===== src/hdl/clbs_pkg.sv =====
// clbs_pkg: shared types, command codes and init sequence table for the
// character lcd bus sequencer. No dependencies.
`default_nettype none

package clbs_pkg;

   // request command codes
   localparam logic [2:0] CmdInit       = 3'd0;
   localparam logic [2:0] CmdWriteInstr = 3'd1;
   localparam logic [2:0] CmdWriteChar  = 3'd2;
   localparam logic [2:0] CmdClear      = 3'd3;
   localparam logic [2:0] CmdMoveCursor = 3'd4;

   // bus mode register values
   localparam logic ModeEightBit = 1'b0;
   localparam logic ModeFourBit  = 1'b1;

   // display instruction bytes
   localparam logic [7:0] InstFunc8     = 8'h38;
   localparam logic [7:0] InstDispOn    = 8'h0E;
   localparam logic [7:0] InstClear     = 8'h01;
   localparam logic [7:0] InstWake4a    = 8'h33;
   localparam logic [7:0] InstWake4b    = 8'h32;
   localparam logic [7:0] InstFunc4     = 8'h28;
   localparam logic [7:0] InstHome      = 8'h02;
   localparam logic [7:0] LineBaseTop   = 8'h80;
   localparam logic [7:0] LineBaseBot   = 8'hC0;
   localparam logic [7:0] NibbleHiMask  = 8'hF0;
   localparam logic [7:0] NibbleLoMask  = 8'h0F;

   // hold times in ms
   localparam logic [6:0] HoldNone      = 7'd0;
   localparam logic [6:0] HoldStrobe    = 7'd1;
   localparam logic [6:0] HoldSettle    = 7'd5;
   localparam logic [6:0] HoldPowerUp   = 7'd100;
   localparam logic [6:0] HoldInitMid   = 7'd20;

   // init runs through seven slots, each a wait or a byte transfer
   localparam logic [2:0] InitLastSlot  = 3'd6;

   // register index of bus_mode
   localparam logic RegBusMode = 1'b0;

   typedef struct packed {
      logic       is_wait;
      logic [7:0] data;
      logic [6:0] hold;
   } init_slot_type;

   typedef struct packed {
      logic       reg_select;
      logic       enable;
      logic [7:0] data_lines;
      logic [6:0] hold_ms;
      logic       last;
      logic       slot_end;
   } phase_type;

   // init slot table; a wait slot shows the byte sent just before it
   function automatic init_slot_type init_slot(input logic mode, input logic [2:0] slot);
      init_slot_type s;
      s = '{is_wait: 1'b0, data: 8'h00, hold: HoldNone};
      if (mode == ModeEightBit) begin
         case (slot)
            3'd0: s = '{is_wait: 1'b1, data: 8'h00, hold: HoldPowerUp};
            3'd1: s.data = InstFunc8;
            3'd2: s.data = InstDispOn;
            3'd3: s.data = InstClear;
            3'd4: s = '{is_wait: 1'b1, data: InstClear, hold: HoldInitMid};
            3'd5: s.data = InstFunc8;
            3'd6: s = '{is_wait: 1'b1, data: InstFunc8, hold: HoldSettle};
            default: s = '{is_wait: 1'b1, data: 8'h00, hold: HoldNone};
         endcase
      end else begin
         case (slot)
            3'd0: s = '{is_wait: 1'b1, data: 8'h00, hold: HoldPowerUp};
            3'd1: s.data = InstWake4a;
            3'd2: s.data = InstWake4b;
            3'd3: s.data = InstFunc4;
            3'd4: s.data = InstDispOn;
            3'd5: s.data = InstClear;
            3'd6: s.data = InstHome;
            default: s = '{is_wait: 1'b1, data: 8'h00, hold: HoldNone};
         endcase
      end
      return s;
   endfunction

endpackage

`default_nettype wire


===== src/hdl/char_lcd_bus_sequencer.sv =====
// char_lcd_bus_sequencer: top level, request register, phase sequencer,
// result register and csr port. Depends on clbs_pkg and clbs_phase_gen.
`default_nettype none

// Turns each request into a run of lcd pin phases, one result item per clock
// cycle while the result side takes them. A request is a run of 3 phases
// (eight-bit) or 5 (four-bit) for write instruction, write character, clear
// and move cursor; 15 or 31 for init. The next request is taken in the cycle
// its predecessor's last phase is loaded into the result register, so runs
// follow each other with no gap; an unknown command is taken and gives no
// result. The bus_mode register is sampled when a request is taken.
module char_lcd_bus_sequencer (
   input  wire logic        clock,
   input  wire logic        reset,
   // request channel
   input  wire logic        req_valid,
   output      logic        req_ready,
   input  wire logic [2:0]  req_command,
   input  wire logic [7:0]  req_byte_value,
   input  wire logic        req_row,
   input  wire logic [5:0]  req_column,
   // result channel
   output      logic        rsp_valid,
   input  wire logic        rsp_ready,
   output      logic        rsp_reg_select,
   output      logic        rsp_read_write,
   output      logic        rsp_enable,
   output      logic [7:0]  rsp_data_lines,
   output      logic [6:0]  rsp_hold_ms,
   output      logic        rsp_last,
   // csr port
   input  wire logic        psel,
   input  wire logic        penable,
   input  wire logic        pwrite,
   input  wire logic [2:0]  paddr,
   input  wire logic [31:0] pwdata,
   output      logic [31:0] prdata,
   output      logic        pready
);
   import clbs_pkg::*;

   logic       bus_mode_ff, bus_mode_in;
   logic       busy_ff, busy_in;
   logic       is_init_ff, is_init_in;
   logic       rs_ff, rs_in;
   logic       mode_ff, mode_in;
   logic [7:0] byte_ff, byte_in;
   logic [2:0] slot_ff, slot_in;
   logic [2:0] sub_ff, sub_in;

   logic       rsp_valid_ff, rsp_valid_in;
   phase_type  rsp_ff, rsp_in;

   phase_type  phase;
   logic       out_free;
   logic       issue;
   logic       accept;
   logic       cmd_known;
   logic       csr_write;
   logic [7:0] move_addr;

   // csr port
   assign pready    = 1'b1;
   assign csr_write = psel && penable && pwrite;
   assign prdata    = (paddr[2] == RegBusMode) ? {31'b0, bus_mode_ff} : 32'b0;

   always_comb begin
      bus_mode_in = bus_mode_ff;
      if (csr_write && paddr[2] == RegBusMode) begin
         bus_mode_in = pwdata[0];
      end
   end

   // phase decode for the current slot
   clbs_phase_gen u_phase (
      .mode     (mode_ff),
      .is_init  (is_init_ff),
      .rs       (rs_ff),
      .byte_val (byte_ff),
      .slot     (slot_ff),
      .sub      (sub_ff),
      .phase    (phase)
   );

   // handshake
   assign out_free  = !rsp_valid_ff || rsp_ready;
   assign issue     = busy_ff && out_free;
   assign req_ready = !busy_ff || (out_free && phase.last);
   assign accept    = req_valid && req_ready;
   assign cmd_known = (req_command <= CmdMoveCursor);
   assign move_addr = (req_row ? LineBaseBot : LineBaseTop) + {2'b00, req_column};

   // request register and slot / sub-phase counters
   always_comb begin
      busy_in    = busy_ff;
      is_init_in = is_init_ff;
      rs_in      = rs_ff;
      mode_in    = mode_ff;
      byte_in    = byte_ff;
      slot_in    = slot_ff;
      sub_in     = sub_ff;
      if (issue) begin
         if (phase.last) begin
            busy_in = 1'b0;
         end else if (phase.slot_end) begin
            slot_in = slot_ff + 3'd1;
            sub_in  = 3'd0;
         end else begin
            sub_in  = sub_ff + 3'd1;
         end
      end
      if (accept) begin
         busy_in    = cmd_known;
         is_init_in = (req_command == CmdInit);
         rs_in      = (req_command == CmdWriteChar);
         mode_in    = bus_mode_ff;
         slot_in    = 3'd0;
         sub_in     = 3'd0;
         case (req_command)
            CmdWriteInstr, CmdWriteChar: byte_in = req_byte_value;
            CmdClear:                    byte_in = InstClear;
            CmdMoveCursor:               byte_in = move_addr;
            default:                     byte_in = 8'h00;
         endcase
      end
   end

   // result register
   always_comb begin
      rsp_valid_in = rsp_valid_ff;
      rsp_in       = rsp_ff;
      if (out_free) begin
         rsp_valid_in = issue;
         if (issue) begin
            rsp_in = phase;
         end
      end
   end

   always_ff @(posedge clock) begin
      if (reset) begin
         bus_mode_ff  <= ModeEightBit;
         busy_ff      <= 1'b0;
         rsp_valid_ff <= 1'b0;
         slot_ff      <= 3'd0;
         sub_ff       <= 3'd0;
      end else begin
         bus_mode_ff  <= bus_mode_in;
         busy_ff      <= busy_in;
         rsp_valid_ff <= rsp_valid_in;
         slot_ff      <= slot_in;
         sub_ff       <= sub_in;
      end
   end

   always_ff @(posedge clock) begin
      is_init_ff <= is_init_in;
      rs_ff      <= rs_in;
      mode_ff    <= mode_in;
      byte_ff    <= byte_in;
      rsp_ff     <= rsp_in;
   end

   // outputs
   assign rsp_valid      = rsp_valid_ff;
   assign rsp_reg_select = rsp_ff.reg_select;
   assign rsp_read_write = 1'b0;
   assign rsp_enable     = rsp_ff.enable;
   assign rsp_data_lines = rsp_ff.data_lines;
   assign rsp_hold_ms    = rsp_ff.hold_ms;
   assign rsp_last       = rsp_ff.last;

endmodule

`default_nettype wire


===== src/hdl/clbs_phase_gen.sv =====
// clbs_phase_gen: combinational pin-phase decoder for one slot and sub-phase.
// Depends on clbs_pkg.
`default_nettype none

module clbs_phase_gen (
   input  wire logic                 mode,
   input  wire logic                 is_init,
   input  wire logic                 rs,
   input  wire logic [7:0]           byte_val,
   input  wire logic [2:0]           slot,
   input  wire logic [2:0]           sub,
   output clbs_pkg::phase_type       phase
);
   import clbs_pkg::*;

   init_slot_type cur;
   logic [7:0]    hi_nib;
   logic [7:0]    lo_nib;

   // pick the slot: init table or the single request byte
   always_comb begin
      if (is_init) begin
         cur = init_slot(mode, slot);
      end else begin
         cur = '{is_wait: 1'b0, data: byte_val, hold: HoldNone};
      end
   end

   assign hi_nib = cur.data & NibbleHiMask;
   assign lo_nib = {cur.data[3:0], 4'h0};

   // sub-phase decode
   always_comb begin
      phase.reg_select = is_init ? 1'b0 : rs;
      phase.enable     = 1'b0;
      phase.data_lines = cur.data;
      phase.hold_ms    = HoldNone;
      phase.slot_end   = 1'b0;
      if (cur.is_wait) begin
         phase.reg_select = 1'b0;
         phase.hold_ms    = cur.hold;
         phase.slot_end   = 1'b1;
      end else if (mode == ModeEightBit) begin
         case (sub)
            3'd0: phase.hold_ms = HoldNone;
            3'd1: begin
               phase.enable  = 1'b1;
               phase.hold_ms = HoldStrobe;
            end
            default: begin
               phase.hold_ms  = HoldSettle;
               phase.slot_end = 1'b1;
            end
         endcase
      end else begin
         phase.data_lines = (sub < 3'd2) ? hi_nib : lo_nib;
         phase.enable     = sub[0];
         case (sub)
            3'd0, 3'd2: phase.hold_ms = HoldNone;
            3'd1, 3'd3: phase.hold_ms = HoldStrobe;
            default: begin
               phase.hold_ms  = HoldSettle;
               phase.slot_end = 1'b1;
            end
         endcase
      end
      phase.last = phase.slot_end && (!is_init || slot == InitLastSlot);
   end

endmodule

`default_nettype wire


===== config.mk =====
export PLATFORM = sky130hd
export DESIGN_NAME = char_lcd_bus_sequencer
export DESIGN_NICKNAME = d
export VERILOG_FILES = /design/src/hdl/clbs_pkg.sv /design/src/hdl/char_lcd_bus_sequencer.sv /design/src/hdl/clbs_phase_gen.sv
export SDC_FILE = /design/constraint.sdc
export NUM_CORES = 1
export LEC_CHECK = 0
export BUFFER_PORTS_ARGS = -buffer_cell sky130_fd_sc_hd__buf_4
export CAP_MARGIN = 15
export CORE_UTILIZATION = 42
export CTS_CLUSTER_SIZE = 25
export DETAILED_ROUTE_END_ITERATION = 7
export PLACE_DENSITY = 0.76
export SLEW_MARGIN = 20
export SYNTH_ARGS = -nofsm -noshare
export SYNTH_HDL_FRONTEND = slang
export SYNTH_HIERARCHICAL = 1
export SYNTH_SLANG_ARGS = --single-unit
export TNS_END_PERCENT = 5

===== constraint.sdc =====
create_clock -name clock -period 2.05 [get_ports clock]
set_clock_uncertainty 0.05 [all_clocks]
set_input_delay 0.3075 -clock clock [delete_from_list [all_inputs] [get_ports clock]]
set_output_delay 0.3075 -clock clock [all_outputs]
set_load 0.01 [all_outputs]

==> metrics.txt, run 1 <==
vias per cell=slightly below 5; CP Capture Type=output port; total gr overflow=0; worst hold path type=in -> reg; Die ar.=5900 µm²; yosys warns=6; clock slew at reported path FFs=70 ps; DRT Wirelength=4330 µm; Netlist cell types=50; Crit Path Class=reg -> out; Worst Path Arrival=1740 ps; Setup-failing EPs final=2; total chip power=0.00167 W; GR Util All Layers=0.149; Ports=114; switching pwr=0.000422 W; commonest non-fill, non-tap cell in the layout=buf_4; CTS tree=done; ant diodes=0; initial antenna violation count=0; vias in the first global route=1,579; LEAKAGE=1.23 nW; post-synthesis mux area share=0.0128; Worst setup SP type=flop; DR vias=1,807; flops & latches, synth=38; later-pin clock latency in the skew report=290 ps; Cells after Synth=roughly 240; Max-Cap Viols=0; ys flop type=edfxtp_1; Synth Area in XOR/XNOR=0; post-synthesis cell area=around 2300 µm²; P per Cell Area=569 nW/µm²; Die W=76.8 µm; routed wire length per instance=11.7 µm; largest net degree at the start of global routing=24; post-layout worst setup margin=-45.2 ps; First DRT Iteration DRCs=around 140; Clock power frac=0.285; Initial Util=0.449; Synth-to-Final Area Change=24.9%; Longest Clk Path Bufs=2; placed wire-length estimate=around 3200 µm; Gate power share=0.178; Chip Height=76.8 µm; H-tree level count=2; CP required=approximately 1700 ps; Hold Slack=204 ps; final hold violation count=0; fin crit share=1.02; Sw Ratio=0.253; Port Buffer Count=between 40 and 50; Syn Area/Cell=10.0 µm²; most frequent cells in the layout=73 x buf_4, 35 x conb_1, 29 x edfxtp_1; adder-cell share of the synthesized area=0.0106; Synth Area in Compound Gates=0.170; nets@finish=361; CTS Sinks=38; row cnt=26; GP Congestion=0.840; share of post-route cells with drive strength above 1=0.333; failing checks=setup timing; first-pass GRT wire length=7150 µm; Max Slew Vio Count=0; TNS Setup=-76.3 ps; CORE AREA=5240 µm²; Filler cells=463; unrepaired setup endpoints after global routing=yes; largest family of logic cells by synthesized area=simple AND/OR/NAND/NOR gates; Post-synth EDFFs=29; internal power=0.00125 W; Async SR Flop Fraction=0; Seq pwr share=0.537; maximum vdd ir drop=roughly 0.26 mV; Final Critical Period=around 2100 ps; Simple-Gate Fraction of Synth Area=0.185; final core occ=0.560; Crit Path Max Fanout=3; drt pass-1 iters=4; post-synthesis sequential area ratio=0.447; Num CTS Buffers=5; Routed Antenna Nets=0; status=finished with violations; clk root buf=clkbuf_8; Peak Freq=~480 MHz; drt drc=0
final timing paths:
kind	to	start	slack, ps	depth (start not counted)
max	req_ready	mode_ff	-50	8
min	bus_mode_ff	pwdata[0]	200	3
max reg2reg	sub_ff[1]	mode_ff	-30	8
min reg2reg	mode_ff	bus_mode_ff	430	0
worst max-delay path, stage by stage, from the launching register on:
cell,delay [ps]
edfxtp_1,450
nand3b_1,150
and4_4,240
nor2_4,60
a21oi_4,160
inv_2,60
o21ai_4,130
buf_6,120
buf_6,90
synthesized netlist by cell type (all sizes together), types with 2 or more instances:
cell	instances	area, µm²
nor2	14	52.6
ha	2	25.0
a21oi	14	70.1
nand2	10	37.5
and3b	6	52.6
nor3	3	20.0
o21a	2	15.0
dfxtp	9	180
inv	13	48.8
edfxtp	29	871
nor2b	8	57.6
o31ai	4	30.0
o32ai	9	78.8
mux2i	3	30.0
or4	5	41.3
o21ai	11	58.8
o22ai	2	12.5
conb	3	11.3
nand2b	10	65.1
nand3b	2	15.0
or4b	2	20.0
clkbuf	6	22.5
and4	2	17.5
buf	45	327
a221oi	6	58.8
o221ai	2	17.5
layer usage:
layer,GRT usage,vias up,part of all wire
met3,0.0321,6,0.056
met4,0.0538,0,0.011
met1,0.189,813,0.46
met2,0.249,68,0.47
met5,0,-,0
li1,-,920,-
flip-flops by register name, summed over array words and instances, names as in the netlist:
name / flops
bus_mode_ff: 1
busy_ff: 1
byte_ff: 8
is_init_ff: 1
mode_ff: 1
rs_ff: 1
rsp_data_lines: 8
rsp_enable: 1
rsp_hold_ms: 7
rsp_last: 1
rsp_reg_select: 1
rsp_valid: 1
slot_ff: 3
sub_ff: 3
stage by stage:
step	cell area, µm²	instances	setup slack [ps]
5_1_grt	2940	370	-94.2
2_1_floorplan	2490	267	-49.9
3_3_place_gp	2750	356	-39.5
3_5_place_dp	2750	356	-128
6_report	2940	370	-45.2
4_1_cts	2890	369	-54.6
what timing repair did:
action / in CTS / in global routing
cloned: 0 / 0
pin swaps: 3 / 4
resized for setup: 7 / 7
buffers inserted: 5 / 1
hold buffers: 0 / 0
endpoints found under the setup margin: 18 / 17
cells by family after synthesis:
group                    count (synthesis)
adder cells (fa/ha/maj)                  2
flip-flops                              38
multiplexers                             3
AO/OA/AOI/OAI                           57
AND/OR/NAND/NOR                         68
other                                    3
buffers and inverters                   64
area by class of cell:
type / instances / area, µm² / area share
inverters: 13 / 51.3 / 0.0175
multi-input cells: 165 / 1080 / 0.368
well taps: 70 / 87.6 / 0.0298
clock buffers: 6 / 72.6 / 0.0247
repair buffers: 76 / 582 / 0.198
flip-flops and latches: 38 / 1050 / 0.358
clock inverters: 2 / 8.76 / 0.00298
power by group through the flow:
stage | logic [W] | registers [W] | clock network [W]
floorplan | 0.000200 | 0.000923 | 0
global route | 0.000327 | 0.000901 | 0.000515
global placement | 0.000273 | 0.000913 | 0
finish | 0.000298 | 0.000897 | 0.000477
CTS | 0.000289 | 0.000897 | 0.000490
detailed placement | 0.000276 | 0.000914 | 0
(Power assumes the default switching activity.)
==> run 2: changes to the inputs <==
==> constraint.sdc (replaced) <==
create_clock -name clock -period 2.05 [get_ports clock]
set_clock_uncertainty 0.05 [all_clocks]
set_input_delay 0.41 -clock clock [delete_from_list [all_inputs] [get_ports clock]]
set_output_delay 0.41 -clock clock [all_outputs]
set_load 0.01 [all_outputs]
==> metrics.txt, run 2 (synthesis gave the netlist of run 1 again) <==
later-pin clock latency in the skew report=290 ps (about the same); CTS tree=done (unchanged); DR vias=1,808 (was 1,807); fin crit share=1.02 (about the same); LEAKAGE=1.21 nW (was 1.23 nW); Max-Cap Viols=0 (unchanged); Port Buffer Count=47 (unchanged); CP Capture Type=output port (unchanged); unrepaired setup endpoints after global routing=yes (unchanged); most frequent cells in the layout=71 x buf_4, 35 x conb_1, 29 x edfxtp_1 (was 73 x buf_4, 35 x conb_1, 29 x edfxtp_1); drt drc=0 (unchanged); nets@finish=357 (was 361); Die ar.=5900 µm² (unchanged); Final Critical Period=2090 ps (was 2100 ps); post-layout worst setup margin=-35.3 ps (was -45.2 ps); Peak Freq=480 MHz (was 477 MHz); Ports=114 (unchanged); P per Cell Area=574 nW/µm² (was 569 nW/µm²); Worst Hold Depth=3 (unchanged); Synth-to-Final Area Change=23.6% (was 24.9%); ant diodes=0 (unchanged); DRT Wirelength=4310 µm (was 4330 µm); total gr overflow=0 (unchanged); Die W=76.8 µm (unchanged); Num CTS Buffers=5 (unchanged); Crit Path Max Fanout=3 (unchanged); vias in the first global route=1,541 (was 1,579); drt pass-1 iters=4 (unchanged); final hold violation count=0 (unchanged); maximum vdd ir drop=0.225 mV (was 0.260 mV); worst hold path type=in -> reg (unchanged); Worst setup SP type=flop (unchanged); worst slack at placement=-121 ps (was -128 ps); First DRT Iteration DRCs=99 (was 144); CTS Sinks=38 (unchanged); Crit Path Class=reg -> out (unchanged); share of post-route cells with drive strength above 1=0.328 (was 0.333); Setup-failing EPs final=2 (unchanged); RR Endpoint=slot_ff[0] (was sub_ff[1]); status=finished with violations (unchanged); Worst Path Arrival=1630 ps (was 1740 ps); initial antenna violation count=0 (unchanged); GP Congestion=0.832 (was 0.840); commonest non-fill, non-tap cell in the layout=buf_4 (unchanged); placed wire-length estimate=3170 µm (about the same); CP required=1590 ps (was 1690 ps); GR Util All Layers=0.149 (about the same); Hold Path Origin=pwdata[0] (unchanged); Routed Antenna Nets=0 (unchanged); Filler cells=477 (was 463); Initial Util=0.449 (unchanged); failing checks=setup timing (unchanged); clock slew at reported path FFs=80 ps (was 70 ps); reg-to-reg startpoint=mode_ff (unchanged); Hold Path End=bus_mode_ff (unchanged); total chip power=0.00167 W (about the same); largest net degree at the start of global routing=24 (unchanged); vias per cell=4.94 (was 4.88); R2R setup slack=-10 ps (was -30 ps); routed wire length per instance=11.8 µm (was 11.7 µm); Longest Clk Path Bufs=2 (unchanged); Max Slew Vio Count=0 (unchanged); H-tree level count=2 (unchanged); clk root buf=clkbuf_8 (unchanged); worst r2r path cells=8 (unchanged); Chip Height=76.8 µm (unchanged); CORE AREA=5240 µm² (unchanged); row cnt=26 (unchanged); post-cts hold buffer count=0 (unchanged); first-pass GRT wire length=7030 µm (was 7150 µm)
==> run 2: cell count changes in the layout (fill, tap and decap cells not counted) <==
| cell | delta |
|---|---|
| buf_4 | -2 |
| buf_6 | -2 |
| a221oi_1 | -1 |
| a221oi_2 | +1 |
| and2_2 | -1 |
| and2_4 | +1 |
==> run 2: area by class of cell <==
type                       count  area [µm²]  share of cell area
sequential                    38        1050               0.362
clock buffer                   6        72.6              0.0250
timing repair buffer          72         544               0.187
tap                           70        87.6              0.0301
multi-input combinational    165        1090               0.375
inverter                      13        51.3              0.0177
clock inverter                 2        8.76             0.00301
==> run 2: layer usage <==
metal  GRT usage  part of all wire
met1       0.189              0.45
met2       0.234              0.46
met5           0                 0
met3      0.0333             0.066
met4      0.0827             0.024
==> run 2: worst max-delay path by stage <==
stage	startpoint	to	slack (ps)	cells after the start
2_1_floorplan	mode_ff	slot_ff[2]	-50	9
3_3_place_gp	mode_ff	rs_ff	-60	7
3_5_place_dp	mode_ff	slot_ff[0]	-120	7
4_1_cts	mode_ff	req_ready	-50	7
5_1_grt	mode_ff	req_ready	-120	7
6_report	mode_ff	req_ready	-40	8
==> run 2: power by group <==
group	internal, W	total [W]	switching, W
Combinational	0.000134	0.000296	0.000162
Clock	0.000233	0.000477	0.000243
Sequential	0.000879	0.000896	0.0000167
Total	0.00125	0.00167	0.000422
==> run 2: metrics by stage <==
stage	setup TNS (ps)	area, µm²	util	instances	hold slack, ps
after global routing	-390	2910	0.555	366	315
final	-42.7	2910	0.555	366	300
after CTS	-193	2850	0.544	365	290
after global placement	-719	2720	0.519	352	405
after floorplan	-49.9	2490	-	267	372
after detailed placement	-1530	2720	0.519	352	407
==> run 2: repair_timing <==
| action | CTS | global route |
|---|---|---|
| gates resized for setup | 5 | 10 |
| pin swaps | 3 | 2 |
| cloned | 0 | 0 |
| buffers inserted | 5 | 1 |
| setup endpoints to repair | 18 | 18 |
==> run 2: worst max-delay path: stages (launching register included) <==
cell      delay (ps)
edfxtp_1         430
buf_4            170
inv_4             50
a21o_1           160
nor2_4            70
a21oi_4          150
inv_2             60
o21ai_4          130
buf_6            120
==> run 3: changes to the inputs <==
--- a/config.mk
+++ b/config.mk
@@ -5,6 +5,7 @@
 export SDC_FILE = /design/constraint.sdc
 export NUM_CORES = 1
 export LEC_CHECK = 0
+export ABC_AREA = 1
 export BUFFER_PORTS_ARGS = -buffer_cell sky130_fd_sc_hd__buf_4
 export CAP_MARGIN = 15
 export CORE_UTILIZATION = 42
==> metrics.txt, run 3 <==
Crit-path slowest cell=dfxtp_2 (was edfxtp_1); largest area contributor in the netlist=edfxtp_1 (unchanged); first-pass GRT wire length=6430 µm (was 7030 µm); Routed Antenna Nets=0 (unchanged); nets@finish=395 (was 357); Async SR Flop Fraction=0 (unchanged); CP required=1590 ps (about the same); initial antenna violation count=0 (unchanged); Max-Cap Viols=0 (unchanged); CTS tree=done (unchanged); post-cts hold buffer count=0 (unchanged); CP Capture Type=output port (unchanged); ant diodes=0 (unchanged); Netlist cell types=33 (was 50); status=finished, final reports clean (was finished with violations); ys flop type=edfxtp_1 (unchanged); Ports=114 (unchanged); Die W=76.0 µm (was 76.8 µm); First DRT Iteration DRCs=151 (was 99); Syn Area/Cell=8.46 µm² (was 10.0 µm²); cell breakdown of the critical path=inv_4 -> nor2_4 -> nand2_2 -> nand2_4 -> nor2_4 -> nor2_4 -> a21oi_4 -> nand2_2 -> nand2_2 -> buf_6 (was buf_4 -> inv_4 -> a21o_1 -> nor2_4 -> a21oi_4 -> inv_2 -> o21ai_4 -> buf_6); worst hold path type=in -> reg (unchanged); Chip Height=76.0 µm (was 76.8 µm); top-area cell type share of the netlist area=0.378 (was 0.371); Num CTS Buffers=5 (unchanged); DRT Wirelength=3870 µm (was 4310 µm); clock slew at reported path FFs=70 ps (was 80 ps); fin crit share=0.973 (was 1.02); Initial Util=0.442 (was 0.449); row cnt=26 (unchanged); vias in the first global route=1,559 (was 1,541); H-tree level count=2 (unchanged); placed wire-length estimate=2920 µm (was 3170 µm); Peak Freq=502 MHz (was 480 MHz); post-synthesis cell area=2300 µm² (was 2350 µm²); Filler cells=504 (was 477); synth cell count leaders=63 x nand2_1, 36 x buf_4, 29 x edfxtp_1, 29 x inv_1, 24 x nor2_1 (was 36 x buf_4, 29 x edfxtp_1, 14 x a21oi_1, 14 x nor2_1, 12 x inv_1); vias per cell=4.32 (was 4.94); total gr overflow=0 (unchanged); maximum vdd ir drop=0.296 mV (was 0.225 mV); most frequent cells in the layout=63 x nand2_1, 59 x buf_4, 35 x conb_1 (was 71 x buf_4, 35 x conb_1, 29 x edfxtp_1); drt drc=0 (unchanged); Die ar.=5780 µm² (was 5900 µm²); GP Congestion=0.823 (was 0.832); DR vias=1,745 (was 1,808); post-synthesis sequential area ratio=0.457 (was 0.447); Longest Clk Path Bufs=2 (unchanged); GR Util All Layers=0.140 (was 0.149); P per Cell Area=597 nW/µm² (was 574 nW/µm²); Synth area leaders=edfxtp_1 38%, buf_4 12%, nand2_1 10%, dfxtp_1 7.8%, inv_1 4.7% (was edfxtp_1 37%, buf_4 12%, dfxtp_1 7.7%, o32ai_1 3.4%, a21oi_1 3.0%); Post-Layout Cell Count=404 (was 366); drt pass-1 iters=4 (unchanged); Final Critical Period=1990 ps (was 2090 ps); later-pin clock latency in the skew report=290 ps (about the same); Crit Path Class=reg -> out (unchanged); CTS Sinks=38 (unchanged); Synth-to-Final Area Change=21.8% (was 23.6%); total chip power=0.00167 W (about the same); worst slack at placement=106 ps (was -121 ps); yosys warns=6 (unchanged); largest net degree at the start of global routing=22 (was 24); placed insts=391 (was 352); LEAKAGE=1.36 nW (was 1.21 nW); Cells after Synth=272 (was 235); final hold violation count=0 (unchanged); Setup-failing EPs final=0 (was 2); final core occ=0.539 (was 0.555); post-layout worst setup margin=56.4 ps (was -35.3 ps); CP max stage delay=350 ps (was 430 ps); Crit Path Max Fanout=6 (was 3); clk root buf=clkbuf_8 (unchanged); Post-synth EDFFs=29 (unchanged); Max Slew Vio Count=0 (unchanged); commonest non-fill, non-tap cell in the layout=nand2_1 (was buf_4); flops & latches, synth=38 (unchanged); share of post-route cells with drive strength above 1=0.317 (was 0.328); CORE AREA=5200 µm² (was 5240 µm²); Port Buffer Count=47 (unchanged); Worst Path Arrival=1530 ps (was 1630 ps); Worst setup SP type=flop (unchanged); most common cell in the netlist=nand2_1 (was buf_4); routed wire length per instance=9.58 µm (was 11.8 µm)
==> run 3: through the flow <==
step / TNS (ps) / hold slack (ps) / instance area [µm²]
after detailed placement: 0 / 403 / 2640
final: 0 / 234 / 2810
after global routing: -13.7 / 233 / 2810
after CTS: 0 / 228 / 2760
after floorplan: 0 / 375 / 2420
after global placement: 0 / 407 / 2640
==> run 3: timing repair <==
action / 4_1_cts / 5_1_grt
gates resized for setup: 5 / 8
pin swaps: 0 / 3
gates cloned: 0 / 0
buffers inserted: 2 / 3
setup endpoints to repair: 1 / 1
==> run 3: layout make-up <==
type | count | area, µm² | area share
Inverter | 35 | 139 | 0.0495
Tap cell | 70 | 87.6 | 0.0312
Sequential cell | 38 | 1050 | 0.376
Clock inverter | 2 | 10.0 | 0.00357
Timing Repair Buffer | 62 | 485 | 0.173
Multi-Input combinational cell | 191 | 956 | 0.341
Clock buffer | 6 | 72.6 | 0.0259
==> run 3: logic make-up after synthesis <==
| kind of cell | count (synthesis) | share of synthesized area |
|---|---|---|
| flops | 38 | 0.457 |
| other cells | 3 | 0.00489 |
| simple gates | 132 | 0.273 |
| fa+ha+maj | 2 | 0.0109 |
| xor+xnor | 1 | 0.00381 |
| buf+inv | 75 | 0.193 |
| compound gates | 21 | 0.0576 |
==> run 3: worst paths after layout <==
kind | start | slack, ps | depth (start not counted) | to
setup / recovery | slot_ff[2] | 60 | 10 | req_ready
setup reg to reg | slot_ff[2] | 260 | 14 | sub_ff[2]
hold reg to reg | bus_mode_ff | 420 | 0 | mode_ff
hold / removal | reset | 230 | 2 | rsp_valid
==> run 3: critical path, delay by kind of cell (launching register included) <==
kind	cells	cell delay [ps]
flops	1	350
buf+inv	2	190
simple gates	7	650
compound gates	1	60
==> run 3: metal layers <==
metal	vias to the layer above	track usage	wire, µm
met2	81	0.235	1810
met1	747	0.165	1650
li1	910	-	-
met4	0	0.0808	85
met3	7	0.0299	322
met5	-	0	0
==> run 3: report_power, final <==
part,switching [W],internal (W),total (W)
logic,0.000170,0.000129,0.000300
clock network,0.000240,0.000235,0.000475
registers,0.0000182,0.000881,0.000900
total,0.000428,0.00125,0.00167
